### src/design/vec3_pkg.sv
package vec3_pkg;

    localparam int WORD_BITS = 32;
    localparam int FRAC_BITS = 16;

    localparam int PROD_W   = 2 * WORD_BITS;
    localparam int SUM_W    = PROD_W + 2;
    localparam int RAD_W    = PROD_W;
    localparam int SQ_STEPS = WORD_BITS;
    localparam int ROOT_W   = WORD_BITS;
    localparam int SQREM_W  = WORD_BITS + 3;
    localparam int LEN_W    = WORD_BITS + 1;
    localparam int Q_W      = FRAC_BITS + 2;
    localparam int NUM_W    = WORD_BITS + FRAC_BITS;
    localparam int CMP_W    = (Q_W + 1 > LEN_W) ? Q_W + 1 : LEN_W;

    localparam logic [2:0] MODE_ADD   = 3'd0;
    localparam logic [2:0] MODE_SUB   = 3'd1;
    localparam logic [2:0] MODE_SCALE = 3'd2;
    localparam logic [2:0] MODE_DOT   = 3'd3;
    localparam logic [2:0] MODE_CROSS = 3'd4;
    localparam logic [2:0] MODE_LEN   = 3'd5;
    localparam logic [2:0] MODE_NORM  = 3'd6;

    localparam logic [1:0] ST_OK   = 2'd0;
    localparam logic [1:0] ST_SAT  = 2'd1;
    localparam logic [1:0] ST_ZERO = 2'd2;

    typedef logic signed [WORD_BITS-1:0] t_word;

    localparam t_word MAXPOS = {1'b0, {(WORD_BITS-1){1'b1}}};
    localparam t_word MINNEG = {1'b1, {(WORD_BITS-1){1'b0}}};

    typedef struct packed {
        logic [2:0] mode;
        t_word      ax;
        t_word      ay;
        t_word      az;
        t_word      bx;
        t_word      by;
        t_word      bz;
        t_word      scale_factor;
    } t_req;

    typedef struct packed {
        t_word      rx;
        t_word      ry;
        t_word      rz;
        t_word      rscalar;
        logic [1:0] status;
    } t_rsp;

    typedef struct packed {
        logic [2:0] mode;
        t_word      ax;
        t_word      ay;
        t_word      az;
        t_word      rx;
        t_word      ry;
        t_word      rz;
        t_word      rscalar;
        logic       sat;
        logic       zlen;
    } t_carry;

    typedef struct packed {
        logic [RAD_W-1:0]   rad;
        logic [ROOT_W-1:0]  root;
        logic [SQREM_W-1:0] rem;
    } t_sq;

    typedef struct packed {
        logic [LEN_W-1:0] rem;
        logic [Q_W-1:0]   q;
        logic [Q_W-1:0]   nbits;
    } t_dlane;

    typedef struct packed {
        logic [LEN_W-1:0] len;
        t_dlane [2:0]     lane;
    } t_div;

    typedef struct packed {
        t_word val;
        logic  sat;
    } t_rnd;

endpackage

### src/design/vec3_sqrt_cell.sv
module vec3_sqrt_cell (
    input  logic             i_clk,
    input  logic             i_rst_n,
    input  logic             i_en,
    input  logic             i_valid,
    input  vec3_pkg::t_carry i_carry,
    input  vec3_pkg::t_sq    i_sq,
    output logic             o_valid,
    output vec3_pkg::t_carry o_carry,
    output vec3_pkg::t_sq    o_sq
);

    logic [vec3_pkg::SQREM_W-1:0] w_rem;
    logic [vec3_pkg::SQREM_W-1:0] w_trial;
    vec3_pkg::t_sq                n_sq;
    logic                         r_valid;
    vec3_pkg::t_carry             r_carry;
    vec3_pkg::t_sq                r_sq;

    // one result bit per cell, restoring form
    always_comb begin
        w_rem   = {i_sq.rem[vec3_pkg::SQREM_W-3:0],
                   i_sq.rad[vec3_pkg::RAD_W-1:vec3_pkg::RAD_W-2]};
        w_trial = vec3_pkg::SQREM_W'({i_sq.root, 2'b01});
        n_sq.rad = {i_sq.rad[vec3_pkg::RAD_W-3:0], 2'b00};
        if (w_rem >= w_trial) begin
            n_sq.rem  = w_rem - w_trial;
            n_sq.root = {i_sq.root[vec3_pkg::ROOT_W-2:0], 1'b1};
        end else begin
            n_sq.rem  = w_rem;
            n_sq.root = {i_sq.root[vec3_pkg::ROOT_W-2:0], 1'b0};
        end
    end

    always_ff @(posedge i_clk) begin
        if (!i_rst_n) begin
            r_valid <= 1'b0;
        end else if (i_en) begin
            r_valid <= i_valid;
        end
    end

    always_ff @(posedge i_clk) begin
        if (i_en) begin
            r_carry <= i_carry;
            r_sq    <= n_sq;
        end
    end

    assign o_valid = r_valid;
    assign o_carry = r_carry;
    assign o_sq    = r_sq;

endmodule

### config.mk
export PLATFORM = sky130hd
export DESIGN_NAME = vec3_sqrt_cell
export DESIGN_NICKNAME = d
export VERILOG_FILES = /design/src/design/vec3_pkg.sv /design/src/design/vec3_sqrt_cell.sv
export SDC_FILE = /design/constraint.sdc
export NUM_CORES = 1
export LEC_CHECK = 0
export ABC_AREA = 1
export BUFFER_PORTS_ARGS = -buffer_cell sky130_fd_sc_hd__buf_2
export CAP_MARGIN = 20
export CORE_AREA = 3 3 278 280
export DETAILED_ROUTE_END_ITERATION = 6
export DIE_AREA = 0 0 281 283
export SLEW_MARGIN = 20
export SYNTH_ARGS = -nofsm -noshare
export SYNTH_HDL_FRONTEND = slang
export SYNTH_SLANG_ARGS = --single-unit
### constraint.sdc
create_clock -name i_clk -period 1.9 [get_ports i_clk]
set_input_delay 0.38 -clock i_clk [delete_from_list [all_inputs] [get_ports i_clk]]
set_output_delay 0.38 -clock i_clk [all_outputs]
set_load 0.02 [all_outputs]
==> flow_metrics.tcl <==
set metrics [dict create \
    maxCapViolations 0 \
    multi_input_area_um2 3137 \
    ys_warn_count 0 \
    ys_async_sr_fraction 0 \
    post_drt_wl_per_cell_um 22.45 \
    crit_path_max_incr_delay_ns 0.23 \
    grt_overflow 0 \
    clk_latency_ns 0.57 \
    grt_pass1_vias 13403 \
    vias 12883 \
    place_ws_ns -0.4900 \
    use_met3 0.07205 \
    drc 0 \
    gr-usage-met1 0.2049 \
    htree_levels 2 \
    die_w_um 281 \
    total_power_mw 23.33 \
    drive_gt1_frac 0.4581 \
    antenna_found_initial 35 \
    synth_top_cell_by_area "edfxtp_1" \
    busiest_layer "met2" \
    yosys-top-cells-area "edfxtp_1 77%, nand2_1 8.3%, inv_1 3.5%" \
    clk_pin_slew_ns 0.06 \
    crit_path_top_delay_cell "ha_4" \
    finalWorstSetupSlack_ns 0.1447 \
    synth_area_per_cell_um2 13.53 \
    min_path_type "input pin to flip-flop" \
    fin_crit_sh 0.9238 \
    grt_use_total 0.1776 \
    seq_area_um2 10770 \
    drtPass1Iterations 6 \
    clock_sinks 359 \
    grt_first_pass_wirelength_mm 100.1 \
    slew_viol_final 0 \
    grt_max_degree 64 \
    power_leakage_nw 11.30 \
    fin_crit_ns 1.755 \
    path_cells "buf_2 > inv_2 > ha_4 > nand2_1 > nand2_1 > inv_1 > nand2_1 > a21oi_2 > nand3_2 > nand3_2 > nand2_4 > inv_6 > buf_12 > nand2_1 > nand2_1" \
    wl_mm 73.33 \
    fmaxAchievable_mhz 569.7 \
    critPathArrivalTime_ns 2.18 \
    vdd_drop_max_mv 0.6172 \
    ant_nets 0 \
    nets 2642 \
    area_growth_pct 80.32 \
    yosysSeqAreaShare 0.7721 \
    cts_buffers 45 \
    cts_tree "yes" \
    cts_buffer_depth 3 \
    ys_types 30 \
    first_iter_violations 940 \
    critPathLaunchType "input pin" \
    io-pin-count 725 \
    core.rowCount 100 \
    synth_cells 1031 \
    hold_ws_ns 0.04281 \
    final_cells 3266 \
    fillerInstances 7452 \
    portBuffers 720 \
    netlist_area_um2 13950 \
    final-setup-viol-count 0 \
    start_util 0.1868 \
    status "finished clean" \
    via_per_inst 3.945 \
    dp_cells 2861 \
    yosys.area.top_type_share 0.7707 \
    synth_ff_type "edfxtp_1" \
    core_area_um2 74700 \
    fin_worst_skew_ns 0 \
    critPathRequiredTime_ns 2.32 \
    synth_edf_count 358 \
    dp_hpwl_mm 59.14 \
    endpoint_kind "flip-flop" \
    p_per_area_nw_per_um2 927.6 \
    crit_type "input pin to flip-flop" \
    rsz0062_at_grt "false" \
    routabilityCongestion 0.8947 \
    die_height_um 283 \
    cp_max_fo 12 \
    die-area_um2 79520 \
    synth_seq_cells 359 \
    cts-root-buf "clkbuf_16" \
    yosys.cell_count.top_type "edfxtp_1" \
    finalHoldViolations 0 \
    synth_commonest_cells "358 x edfxtp_1, 307 x nand2_1, 130 x inv_1, 57 x nor2_1, 37 x nand3_1" \
    cpMostUsedCell "nand2_1" \
    met2_usage 0.2999 \
]
==> layout by cell type (no fill, tap or decap), drive strengths merged <==
master | Yosys | layout
inv | 132 | 136
nor3 | 4 | 4
edfxtp | 358 | 358
nand2 | 315 | 315
clkinv | 0 | 18
and3 | 1 | 1
dfxtp | 1 | 1
xnor2 | 1 | 1
nand3b | 9 | 9
o21bai | 3 | 3
o21ai | 10 | 10
nor2 | 63 | 63
dlygate4sd3 | 0 | 305
bufinv | 0 | 6
nand3 | 38 | 38
diode | 0 | 16
buf | 7 | 869
clkinvlp | 0 | 4
nor4 | 1 | 1
conb | 1 | 2
a21oi | 28 | 28
a31oi | 1 | 1
nand4 | 6 | 6
clkbuf | 2 | 52
ha | 34 | 34
xor2 | 16 | 16
==> power by group <==
group,total [mW],switching [mW],internal [mW]
registers,9.74,0.234,9.51
logic,4.65,2.76,1.89
clock network,8.94,3.56,5.37
total,23.3,6.56,16.8
==> what timing repair did <==
action / in CTS / in global routing
resized for setup: 0 / 2
setup buffers: 0 / 0
setup endpoints to repair: 0 / 24
hold buffers: 305 / 0
endpoints found under the hold margin: 305 / 0
==> area by class of cell <==
| cell class | count | area share |
|---|---|---|
| timing repair buffer | 1174 | 0.3150 |
| multi-input combinational | 532 | 0.1247 |
| antenna | 16 | 0.001592 |
| sequential | 359 | 0.4282 |
| clock inverter | 32 | 0.01433 |
| tap | 969 | 0.04820 |
| inverter | 132 | 0.02059 |
| clock buffer | 52 | 0.04745 |
==> sequential cells by signal, indices dropped and copies added, names as in the netlist <==
| name | flops |
|---|---|
| o_carry | 229 |
| o_sq | 129 |
| o_valid | 1 |
==> metal layers <==
metal	vias up	share of wire
li1	5963	-
met1	6162	0.39
met2	611	0.47
met3	127	0.10
met4	20	0.039
met5	-	0.0017
==> stage by stage <==
step                cell area [µm²]  TNS (ns)  utilization
global route                  25130         0       0.3364
detailed placement            20500    -16.34       0.2745
global placement              20500    -16.25       0.2745
CTS                           25110         0       0.3361
floorplan                     14520  -0.05072            -
finish                        25150         0       0.3368
==> logic make-up (layout without fill, tap and decap cells) <==
kind of cell	after synthesis	after routing	share of synthesized area
flops	359	359	0.7721
other cells	1	18	0.0002688
compound gates	42	42	0.01597
buf+inv	141	1390	0.04207
xor+xnor	17	17	0.01067
fa+ha+maj	34	34	0.03050
simple gates	437	437	0.1284
==> worst max-delay path: cells and delay by family <==
family          cells  cell delay (ns)
fa+ha+maj           1             0.23
compound gates      1             0.22
simple gates        8             0.70
buf+inv             5             0.63
==> path summary, 6_finish.rpt <==
| check | from | to | slack [ns] | cells past startpoint |
|---|---|---|---|---|
| max | i_sq[47] | o_sq[24]$_DFFE_PP_ | 0.14 | 15 |
| min | i_sq[119] | o_sq[121]$_DFFE_PP_ | 0.04 | 1 |
| max reg2reg | o_valid$_SDFFE_PN0P_ | o_valid$_SDFFE_PN0P_ | 1.25 | 2 |
| min reg2reg | o_valid$_SDFFE_PN0P_ | o_valid$_SDFFE_PN0P_ | 0.57 | 2 |
(Power assumes the default switching activity.)
