<file path="src/design/vec3_pkg.sv">
package vec3_pkg;

    localparam int WORD_BITS = 32;
    localparam int FRAC_BITS = 16;

    localparam int PROD_W   = 2 * WORD_BITS;
    localparam int SUM_W    = PROD_W + 2;
    localparam int RAD_W    = PROD_W;
    localparam int SQ_STEPS = WORD_BITS;
    localparam int ROOT_W   = WORD_BITS;
    localparam int SQREM_W  = WORD_BITS + 3;
    localparam int LEN_W    = WORD_BITS + 1;
    localparam int Q_W      = FRAC_BITS + 2;
    localparam int NUM_W    = WORD_BITS + FRAC_BITS;
    localparam int CMP_W    = (Q_W + 1 > LEN_W) ? Q_W + 1 : LEN_W;

    localparam logic [2:0] MODE_ADD   = 3'd0;
    localparam logic [2:0] MODE_SUB   = 3'd1;
    localparam logic [2:0] MODE_SCALE = 3'd2;
    localparam logic [2:0] MODE_DOT   = 3'd3;
    localparam logic [2:0] MODE_CROSS = 3'd4;
    localparam logic [2:0] MODE_LEN   = 3'd5;
    localparam logic [2:0] MODE_NORM  = 3'd6;

    localparam logic [1:0] ST_OK   = 2'd0;
    localparam logic [1:0] ST_SAT  = 2'd1;
    localparam logic [1:0] ST_ZERO = 2'd2;

    typedef logic signed [WORD_BITS-1:0] t_word;

    localparam t_word MAXPOS = {1'b0, {(WORD_BITS-1){1'b1}}};
    localparam t_word MINNEG = {1'b1, {(WORD_BITS-1){1'b0}}};

    typedef struct packed {
        logic [2:0] mode;
        t_word      ax;
        t_word      ay;
        t_word      az;
        t_word      bx;
        t_word      by;
        t_word      bz;
        t_word      scale_factor;
    } t_req;

    typedef struct packed {
        t_word      rx;
        t_word      ry;
        t_word      rz;
        t_word      rscalar;
        logic [1:0] status;
    } t_rsp;

    typedef struct packed {
        logic [2:0] mode;
        t_word      ax;
        t_word      ay;
        t_word      az;
        t_word      rx;
        t_word      ry;
        t_word      rz;
        t_word      rscalar;
        logic       sat;
        logic       zlen;
    } t_carry;

    typedef struct packed {
        logic [RAD_W-1:0]   rad;
        logic [ROOT_W-1:0]  root;
        logic [SQREM_W-1:0] rem;
    } t_sq;

    typedef struct packed {
        logic [LEN_W-1:0] rem;
        logic [Q_W-1:0]   q;
        logic [Q_W-1:0]   nbits;
    } t_dlane;

    typedef struct packed {
        logic [LEN_W-1:0] len;
        t_dlane [2:0]     lane;
    } t_div;

    typedef struct packed {
        t_word val;
        logic  sat;
    } t_rnd;

endpackage

</file>
<file path="src/design/vec3_div_cell.sv">
module vec3_div_cell (
    input  logic             i_clk,
    input  logic             i_rst_n,
    input  logic             i_en,
    input  logic             i_valid,
    input  vec3_pkg::t_carry i_carry,
    input  vec3_pkg::t_div   i_div,
    output logic             o_valid,
    output vec3_pkg::t_carry o_carry,
    output vec3_pkg::t_div   o_div
);

    logic [vec3_pkg::LEN_W:0] w_t [3];
    vec3_pkg::t_div           n_div;
    logic                     r_valid;
    vec3_pkg::t_carry         r_carry;
    vec3_pkg::t_div           r_div;

    // one quotient bit per lane per cell
    always_comb begin
        n_div.len = i_div.len;
        for (int k = 0; k < 3; k++) begin
            w_t[k] = {i_div.lane[k].rem, i_div.lane[k].nbits[vec3_pkg::Q_W-1]};
            n_div.lane[k].nbits = {i_div.lane[k].nbits[vec3_pkg::Q_W-2:0], 1'b0};
            if (w_t[k] >= {1'b0, i_div.len}) begin
                n_div.lane[k].rem = vec3_pkg::LEN_W'(w_t[k] - {1'b0, i_div.len});
                n_div.lane[k].q   = {i_div.lane[k].q[vec3_pkg::Q_W-2:0], 1'b1};
            end else begin
                n_div.lane[k].rem = w_t[k][vec3_pkg::LEN_W-1:0];
                n_div.lane[k].q   = {i_div.lane[k].q[vec3_pkg::Q_W-2:0], 1'b0};
            end
        end
    end

    always_ff @(posedge i_clk) begin
        if (!i_rst_n) begin
            r_valid <= 1'b0;
        end else if (i_en) begin
            r_valid <= i_valid;
        end
    end

    always_ff @(posedge i_clk) begin
        if (i_en) begin
            r_carry <= i_carry;
            r_div   <= n_div;
        end
    end

    assign o_valid = r_valid;
    assign o_carry = r_carry;
    assign o_div   = r_div;

endmodule

</file>
<file path="config.mk">
export PLATFORM = sky130hd
export DESIGN_NAME = vec3_div_cell
export DESIGN_NICKNAME = d
export VERILOG_FILES = /design/src/design/vec3_pkg.sv /design/src/design/vec3_div_cell.sv
export SDC_FILE = /design/constraint.sdc
export NUM_CORES = 1
export LEC_CHECK = 0
export BUFFER_PORTS_ARGS = -buffer_cell sky130_fd_sc_hd__buf_4
export CELL_PAD_IN_SITES_DETAIL_PLACEMENT = 0
export CELL_PAD_IN_SITES_GLOBAL_PLACEMENT = 2
export CORE_AREA = 2 2 367 369
export CTS_CLUSTER_DIAMETER = 60
export DETAILED_ROUTE_END_ITERATION = 7
export DIE_AREA = 0 0 369 371
export PLACE_DENSITY_LB_ADDON = 0.1
export SYNTH_ARGS = -nofsm -noshare
export SYNTH_HDL_FRONTEND = slang
export SYNTH_SLANG_ARGS = --single-unit
</file>
<file path="constraint.sdc">
create_clock -name i_clk -period 3.5 [get_ports i_clk]
set_clock_uncertainty 0.05 [all_clocks]
set_input_delay 0.7 -clock i_clk [delete_from_list [all_inputs] [get_ports i_clk]]
set_output_delay 0.7 -clock i_clk [all_outputs]
set_load 0.01 [all_outputs]
</file>
==> results of run 1 <==
[layout make-up]
class / instances / share of cell area [%]
Sequential cell: 467 / 39.3
Inverter: 70 / 0.736
Antenna cell: 12 / 0.0841
Multi-Input combinational cell: 943 / 18.1
Tap cell: 1768 / 6.20
Timing Repair Buffer: 1284 / 28.0
Clock inverter: 51 / 1.98
Clock buffer: 89 / 5.64
[metal layers]
metal	up-vias	wire [µm]
li1	8533	-
met1	8844	48400
met2	711	62100
met3	163	12700
met4	50	3520
met5	-	259
[report_power, final]
group	switching [µW]	total, µW	internal, µW
Clock	3130	8160	5040
Combinational	2130	4100	1970
Sequential	209	7030	6820
[Yosys cell counts, types with 9 or more instances]
master and count:
and2_1 9, inv_1 68, mux2_1 13, nand4_1 20, buf_4 10, nand2_1 71
ha_1 99, nand3_1 26, o21bai_1 17, edfxtp_1 466, o211ai_1 10, a21oi_1 150
xnor2_1 47, buf_2 12, o21ai_0 54, nand2b_1 9, xor2_1 27, clkbuf_1 21
and3_1 13, nor3_1 21, o21ai_1 17, o21a_1 16, nor2b_1 10, a21o_1 41
a31oi_1 9, nor2_1 126
[worst max-delay path, delay by kind of cell]
kind,cells,cell delay (ns)
buffers and inverters,3,0.26
adders and majority gates,2,0.57
and+or+nand+nor,1,0.31
AOI/OAI and AO/OA,7,1.76
[path summary, 6_finish.rpt]
| check | start | endpoint | slack (ns) | depth (start not counted) |
|---|---|---|---|---|
| max | i_div[86] | o_div[133]$_DFFE_PP_ | 0.25 | 13 |
| min reg2reg | o_valid$_SDFFE_PN0P_ | o_valid$_SDFFE_PN0P_ | 0.56 | 2 |
| min | i_carry[31] | o_carry[31]$_DFFE_PP_ | 0.15 | 1 |
| max reg2reg | o_valid$_SDFFE_PN0P_ | o_valid$_SDFFE_PN0P_ | 2.73 | 2 |
[state kept, by name (all words and copies together), names as in the netlist]
name / flops
o_carry: 229
o_div: 237
o_valid: 1
[cells by family after synthesis]
family | count (synthesis)
compound gates | 404
xor+xnor | 74
fa+ha+maj | 102
buf+inv | 116
flops | 467
mux | 22
other cells | 1
simple gates | 338
[stage by stage]
step	cells	hold WS, ns	setup slack, ns	utilization (%)
finish	4684	0.153	0.252	26.9
global placement	4532	0.547	-0.442	24.8
CTS	4672	0.0768	0.292	26.9
global route	4675	0.102	0.108	26.9
floorplan	1526	0.488	0.0554	-
detailed placement	4532	0.545	-0.434	24.8
==> impl_metrics.json, run 1 <==
{
  "ctsHoldBuffers": 0,
  "core_region_area_um2": 133000,
  "total_power_uw": 19300,
  "synth-edff-count": 466,
  "root_buffer": "clkbuf_16",
  "ff_latch_area_um2": 14000,
  "clk_path_buf_depth": 3,
  "cts_resized": 0,
  "mostFrequentLayoutCell": "buf_4",
  "slowest_stage": "fa_1",
  "top_usage_layer": "met2",
  "worstSetupEndpointType": "flop",
  "start_util_pct": 15.8,
  "hp-class": "input pin to flop",
  "cap_viol_max_count": 0,
  "cts_setup_buffers": 0,
  "final_cell_mix": "buf_4 (1256), edfxtp_1 (466), a21oi_1 (150), nor2_1 (126), ha_1 (99)",
  "yosys.area_share.simple_pct": 7.67,
  "clkTransAtPathRegs_ns": 0.06,
  "syn_area_um2": 21000,
  "ys_async_sr_fraction_pct": 0,
  "vias": 18301,
  "critPathLaunchType": "input pin",
  "fillers": 14089,
  "drtAntennaViolNets": 0,
  "vias_per_cell": 3.91,
  "drive_gt1_share_pct": 49.6,
  "setup_violations": 0,
  "drv_slew": 0,
  "synth_top_family_by_area": "compound AO/OA/AOI/OAI gates",
  "grtUsageMet1_pct": 19.8,
  "fin_area_um2": 35700,
  "cp_max_fo": 4,
  "wire_per_inst_um": 27.1,
  "multi_input_area_um2": 6470,
  "crit_type": "input pin to flop",
  "ys_ff_latch": 467,
  "synthMuxAreaShare_pct": 1.16,
  "cts.htree.levels": 3,
  "track_usage_pct": 17.9,
  "die_w_um": 369,
  "numCtsBuffers": 79,
  "crit_top_cell": "inv_1",
  "hold_violations": 0,
  "grt_pass1_vias": 19092,
  "synthTopCellsByArea": "edfxtp_1 (67%), ha_1 (5.9%), a21oi_1 (3.6%)",
  "synth_cells": 1524,
  "grt_first_pass_wirelength_um": 165000,
  "fmaxAchievable_mhz": 308,
  "nets": 3420,
  "dr.pass1.iters": 5,
  "rsz0062_at_grt": "no",
  "period_needed_ns": 3.25,
  "synth.yosys.seq_area_share_pct": 66.8,
  "synth_area_leader_cell": "edfxtp_1",
  "cp.required_ns": 3.85,
  "grt_max_degree": 70,
  "use_met2_pct": 30.3,
  "synth_fa_ha_area_share_pct": 6.19,
  "place.port_buffers": 936,
  "cts.sinks": 467,
  "overflow": 0,
  "synth_compound_area_share_pct": 12.7,
  "syn_avg_cell_area_um2": 13.8,
  "leakage_uw": 0.0153,
  "initialDrtViolationCount": 952,
  "design.portCount": 943,
  "die_area_um2": 137000,
  "synth.top_cell.area_share_pct": 66.7,
  "status": "finished clean",
  "cts_tree": "built",
  "finalSetupTns_ns": 0,
  "antenna_found_initial": 62,
  "tightest_slew_ns": 0.669,
  "die-height_um": 371,
  "p_per_area_nw_per_um2": 541,
  "met3_usage_pct": 8.05,
  "yosys_warnings": 0,
  "ir_drop_v": 0.000309,
  "crit_arrival_ns": 3.60,
  "dp_hpwl_um": 108000,
  "rows": 134,
  "synthFlopType": "edfxtp_1",
  "crit_path_max_incr_delay_ns": 0.40,
  "synth_xor_area_share_pct": 3.09,
  "place.gp.congestion": 0.862,
  "drc": 0,
  "period_share_pct": 92.8,
  "dpl-instance-area_um2": 32900,
  "wirelength_um": 127000,
  "cp_cell_sequence": "buf_4 -> inv_1 -> ha_1 -> inv_1 -> fa_1 -> a211oi_2 -> o21ai_1 -> a32oi_2 -> o211ai_2 -> a32o_1 -> o2111a_1 -> or3_1 -> a31o_1",
  "areaGrowthSynthToFinish_pct": 70.1,
  "yosysUniqueCellTypes": 83,
  "max_slew_margin_pct": 55.4,
  "clk_latency_ns": 0.67
}
(Power assumes the default switching activity.)
==> run 2, diff against run 1 <==
--- a/config.mk
+++ b/config.mk
@@ -12,7 +12,7 @@
 export CTS_CLUSTER_DIAMETER = 60
 export DETAILED_ROUTE_END_ITERATION = 7
 export DIE_AREA = 0 0 369 371
-export PLACE_DENSITY_LB_ADDON = 0.1
+export PLACE_DENSITY_LB_ADDON = 0.12
 export SYNTH_ARGS = -nofsm -noshare
 export SYNTH_HDL_FRONTEND = slang
 export SYNTH_SLANG_ARGS = --single-unit
==> run 2 against run 1 <==
  * Die area stayed put
  * Highest routed layer unchanged
  * Wire length increased by 1.9%
  * Count of clock-buffer cells in the layout is 2 lower
  * Final area down 0.66%
  * Clock power decreased by 3.9%
  * Fmax up 1.1%
==> impl_metrics.json, run 2 (synthesis gave the netlist of run 1 again) <==
{
  "cts_resized": 0,
  "setup_violations": 0,
  "final_cell_count_no_fill": 4679,
  "design.portCount": 943,
  "critPathLaunchType": "input pin",
  "leakage_uw": 0.0152,
  "wirelength_um": 129000,
  "crit_path_max_incr_delay_ns": 0.39,
  "nets": 3418,
  "placed_cells": 4532,
  "clk_latency_ns": 0.65,
  "vias_per_cell": 3.93,
  "cts.htree.levels": 3,
  "areaGrowthSynthToFinish_pct": 69.0,
  "drv_slew": 0,
  "rsz0062_at_grt": "no",
  "ir_drop_v": 0.000310,
  "vias": 18395,
  "cap_viol_max_count": 0,
  "numCtsBuffers": 77,
  "start_util_pct": 15.8,
  "largest_reg_flops": 237,
  "cp_max_fo": 4,
  "drive_gt1_share_pct": 49.4,
  "die_area_um2": 137000,
  "initialDrtViolationCount": 992,
  "cts_setup_buffers": 0,
  "worstSetupEndpointType": "flop",
  "die-height_um": 371,
  "crit_arrival_ns": 3.54,
  "track_usage_pct": 18.2,
  "slowest_stage": "fa_1",
  "ctsHoldBuffers": 0,
  "dp_hpwl_um": 110000,
  "finalSetupTns_ns": 0,
  "clk_path_buf_depth": 3,
  "rows": 134,
  "overflow": 0,
  "multi_input_area_um2": 6470,
  "hold_violations": 0,
  "p_per_area_nw_per_um2": 537,
  "dr.pass1.iters": 5,
  "core_region_area_um2": 133000,
  "tightest_slew_ns": 0.726,
  "final_util_pct": 26.7,
  "final_cell_mix": "buf_4 (1263), edfxtp_1 (466), a21oi_1 (150), nor2_1 (126), ha_1 (99)",
  "place.port_buffers": 936,
  "pre_cts_ws_ns": -0.452,
  "root_buffer": "clkbuf_16",
  "cts.sinks": 467,
  "period_needed_ns": 3.21,
  "crit_type": "input pin to flop",
  "grt_max_degree": 91,
  "cp_cell_sequence": "buf_4 -> inv_1 -> ha_1 -> inv_1 -> fa_1 -> a211oi_2 -> o21ai_1 -> a32oi_2 -> o211ai_2 -> a32o_1 -> buf_4 -> o211a_1 -> nor4_1 -> nor3_2",
  "cp.required_ns": 3.83,
  "place.gp.congestion": 0.893,
  "drc": 0,
  "period_share_pct": 91.7,
  "die_w_um": 369,
  "grt_first_pass_wirelength_um": 168000,
  "grt_pass1_vias": 19362,
  "fmaxAchievable_mhz": 311,
  "fin_ws_ns": 0.289,
  "drtAntennaViolNets": 0,
  "mostFrequentLayoutCell": "buf_4",
  "hp-class": "input pin to flop",
  "clkTransAtPathRegs_ns": 0.06,
  "wire_per_inst_um": 27.6,
  "total_power_uw": 19000,
  "antenna_found_initial": 60,
  "ff_latch_area_um2": 14000,
  "status": "finished clean",
  "cts_tree": "built",
  "max_slew_margin_pct": 50.3,
  "fillers": 13983
}
## run 2: final cells by class
type / instances / share of cell area [%]
Timing Repair Buffer: 1284 / 27.9
Clock inverter: 51 / 1.68
Multi-Input combinational cell: 943 / 18.2
Inverter: 70 / 0.741
Tap cell: 1768 / 6.24
Sequential cell: 467 / 39.5
Clock buffer: 87 / 5.60
Antenna cell: 9 / 0.0635
## run 2: worst paths after layout
check,cells after the start,to,slack [ns],start
setup / recovery,14,o_div[135]$_DFFE_PP_,0.29,i_div[86]
hold / removal,1,o_carry[224]$_DFFE_PP_,0.16,i_carry[224]
setup reg to reg,2,o_valid$_SDFFE_PN0P_,2.71,o_valid$_SDFFE_PN0P_
hold reg to reg,2,o_valid$_SDFFE_PN0P_,0.58,o_valid$_SDFFE_PN0P_
## run 2: critical path, delay by kind of cell
| family | cells | cell delay [ns] |
|---|---|---|
| simple gates | 2 | 0.39 |
| fa+ha+maj | 2 | 0.57 |
| compound gates | 6 | 1.48 |
| buf+inv | 4 | 0.41 |
## run 2: power breakdown
part | switching [µW] | internal (µW) | total [µW]
clock | 3040 | 4800 | 7840
combinational | 2170 | 1990 | 4160
sequential | 212 | 6820 | 7030
## run 2: per-layer routing
| layer | GRT usage (%) | up-vias | wire length (µm) |
|---|---|---|---|
| met3 | 9.15 | 167 | 14800 |
| met5 | 0 | - | 337 |
| met1 | 19.3 | 8956 | 47000 |
| met2 | 31.4 | 698 | 63900 |
| met4 | 5.53 | 52 | 3390 |
| li1 | - | 8522 | - |
## run 2: stage by stage
stage                     hold slack, ns  area [µm²]
after floorplan                    0.488       21000
after detailed placement           0.574       32900
after CTS                         0.0819       35400
after global routing               0.112       35400
final                              0.157       35500
after global placement             0.575       32900
==> run 3, diff against run 2 <==
--- a/config.mk
+++ b/config.mk
@@ -8,10 +8,11 @@
 export BUFFER_PORTS_ARGS = -buffer_cell sky130_fd_sc_hd__buf_4
 export CELL_PAD_IN_SITES_DETAIL_PLACEMENT = 0
 export CELL_PAD_IN_SITES_GLOBAL_PLACEMENT = 2
-export CORE_AREA = 2 2 367 369
+export CORE_AREA = 2 2 371 373
+export CTS_BUF_LIST = sky130_fd_sc_hd__clkbuf_8
 export CTS_CLUSTER_DIAMETER = 60
 export DETAILED_ROUTE_END_ITERATION = 7
-export DIE_AREA = 0 0 369 371
+export DIE_AREA = 0 0 373 375
 export PLACE_DENSITY_LB_ADDON = 0.12
 export SYNTH_ARGS = -nofsm -noshare
 export SYNTH_HDL_FRONTEND = slang
==> run 3 against run 2 <==
  * First-iteration DRC count is 2.0% lower
  * Sequential share of layout area is 3.1 points lower
  * Final cell count is 8.9% higher
  * Register-to-register slack better by 0.08 ns
  * Fmax is 6.8% lower
  * Critical path depth is 1 higher
  * Hold slack better by 0.014 ns
  * Power is 9.0% lower
  * Die area is 2.2% higher
  * Sequential power hardly changed
  * Critical path type unchanged
  * Highest routed layer unchanged
==> impl_metrics.json, run 3 (synthesis gave the netlist of run 1 again) <==
{
  "status": "finished clean",
  "critPathLaunchType": "input pin",
  "critPathTopFamily": "buffers and inverters",
  "wl_met3_um": 11800,
  "antenna_found_initial": 57,
  "hp-class": "input pin to flop",
  "period_needed_ns": 3.45,
  "reg2reg_to": "o_valid$_SDFFE_PN0P_",
  "drive_gt1_share_pct": 44.0,
  "drtAntennaViolNets": 0,
  "nets": 3787,
  "start_util_pct": 15.4,
  "dp_hpwl_um": 110000,
  "crit_top_cell": "buf_4",
  "m1WireLength_um": 51300,
  "die_area_um2": 140000,
  "tightest_slew_ns": 0.578,
  "die_w_um": 373,
  "grt_pass1_vias": 21049,
  "slowest_stage": "dlygate4sd3_1",
  "overflow": 0,
  "place.port_buffers": 936,
  "setup_violations": 0,
  "worstSetupEndpointType": "flop",
  "critPathBufInv": 6,
  "areaGrowthSynthToFinish_pct": 83.4,
  "dpl-instance-area_um2": 32800,
  "drc": 0,
  "clkTransAtPathRegs_ns": 0.06,
  "ir_drop_v": 0.000242,
  "crit_arrival_ns": 3.90,
  "wirelength_um": 132000,
  "route.met2.wl_um": 64800,
  "leakage_uw": 0.0165,
  "fin_area_um2": 38500,
  "r2r_slack_ns": 2.79,
  "p_per_area_nw_per_um2": 450,
  "final_util_pct": 28.2,
  "cp.required_ns": 3.95,
  "grt_first_pass_wirelength_um": 176000,
  "crit_path_max_incr_delay_ns": 0.56,
  "cts.sinks": 467,
  "r2r-start": "o_valid$_SDFFE_PN0P_",
  "numCtsBuffers": 98,
  "vias": 19803,
  "largest_reg_flops": 237,
  "cts_tree": "built",
  "period_share_pct": 98.5,
  "cp_max_fo": 4,
  "finalSetupTns_ns": 0,
  "clk_latency_ns": 0.76,
  "cap_viol_max_count": 0,
  "place.gp.congestion": 0.849,
  "path_depth": 15,
  "final_cell_mix": "buf_4 (1241), edfxtp_1 (466), dlygate4sd3_1 (364), a21oi_1 (149), nor2_1 (126)",
  "initialDrtViolationCount": 972,
  "drv_slew": 0,
  "rows": 136,
  "design.portCount": 943,
  "reg2reg_depth": 2,
  "startpoint": "i_div[216]",
  "crit_type": "input pin to flop",
  "track_usage_pct": 18.3,
  "wire_per_inst_um": 26.0,
  "root_buffer": "clkbuf_8",
  "dr.pass1.iters": 5,
  "core_region_area_um2": 136000,
  "clk_path_buf_depth": 3,
  "die-height_um": 375,
  "grt_max_degree": 86,
  "worstSetupEndpoint": "o_div[67]$_DFFE_PP_",
  "cp_cell_sequence": "dlygate4sd3_1 -> buf_4 -> clkinvlp_4 -> ha_4 -> buf_4 -> nand4_1 -> o21bai_1 -> a21oi_2 -> buf_4 -> o21ai_2 -> buf_4 -> o31a_1 -> o211ai_1 -> xor2_1 -> mux2_1",
  "vias_per_cell": 3.89,
  "hold_violations": 0,
  "cts.htree.levels": 3,
  "max_slew_margin_pct": 61.4,
  "fmaxAchievable_mhz": 290,
  "rsz0062_at_grt": "yes",
  "mostFrequentLayoutCell": "buf_4",
  "routed.top_layer": "met5"
}
## run 3: cell count changes in the layout (fill, tap and decap cells not counted), sizes merged
cell / delta
clkbuf: +13
inv: +11
diode: +6
clkinvlp: +6
bufinv: -6
clkinv: +14
dlygate4sd3: +364
buf: -17
## run 3: power breakdown
part / internal [µW] / switching (µW) / leakage, µW
Clock: 2900 / 2840 / 0.00101
Sequential: 6820 / 202 / 0.00457
Combinational: 2240 / 2310 / 0.0109
Total: 12000 / 5350 / 0.0165
## run 3: tightest hold or removal path, stage by stage
cell	delay [ns]
buf_4	0.09
nand2_1	0.04
o31ai_1	0.06
## run 3: area by class of cell
cell class / instances / area [µm²]
Multi-Input combinational cell: 943 / 6570
Fill cell: 14358 / 97800
Clock inverter: 76 / 480
Inverter: 70 / 269
Clock buffer: 99 / 1360
Antenna cell: 15 / 37.5
Tap cell: 1794 / 2240
Timing Repair Buffer: 1632 / 13500
Sequential cell: 467 / 14000
## run 3: worst min-delay path by stage
stage / depth (start not counted) / to / from
after floorplan: 2 / o_valid$_SDFFE_PN0P_ / o_valid$_SDFFE_PN0P_
after global placement: 2 / o_valid$_SDFFE_PN0P_ / o_valid$_SDFFE_PN0P_
after detailed placement: 2 / o_valid$_SDFFE_PN0P_ / o_valid$_SDFFE_PN0P_
after CTS: 3 / o_div[201]$_DFFE_PP_ / i_div[200]
after global routing: 2 / o_div[113]$_DFFE_PP_ / i_div[112]
final: 3 / o_div[201]$_DFFE_PP_ / i_div[200]
## run 3: repair_timing
item / CTS / global route
endpoints found under the hold margin: 364 / 0
endpoints found under the setup margin: 0 / 60
hold buffers: 364 / 0
setup buffers: 0 / 3
gates resized for setup: 0 / 25
## run 3: routing by layer
| layer | track usage [%] | vias up |
|---|---|---|
| met3 | 7.82 | 190 |
| met2 | 31.4 | 688 |
| li1 | - | 9267 |
| met1 | 20.1 | 9616 |
| met4 | 6.35 | 42 |
| met5 | 0 | - |
## run 3: metrics by stage
stage          instances  worst slack (ns)  total power, µW  hold WS, ns
2_1_floorplan       1526            0.0554             8550        0.488
3_3_place_gp        4538            -0.383            11400        0.479
3_5_place_dp        4538            -0.418            11400        0.499
4_1_cts             5077           0.00132            17700       0.0397
5_1_grt             5089           -0.0318            18300        0.108
6_report            5096            0.0528            17300        0.171
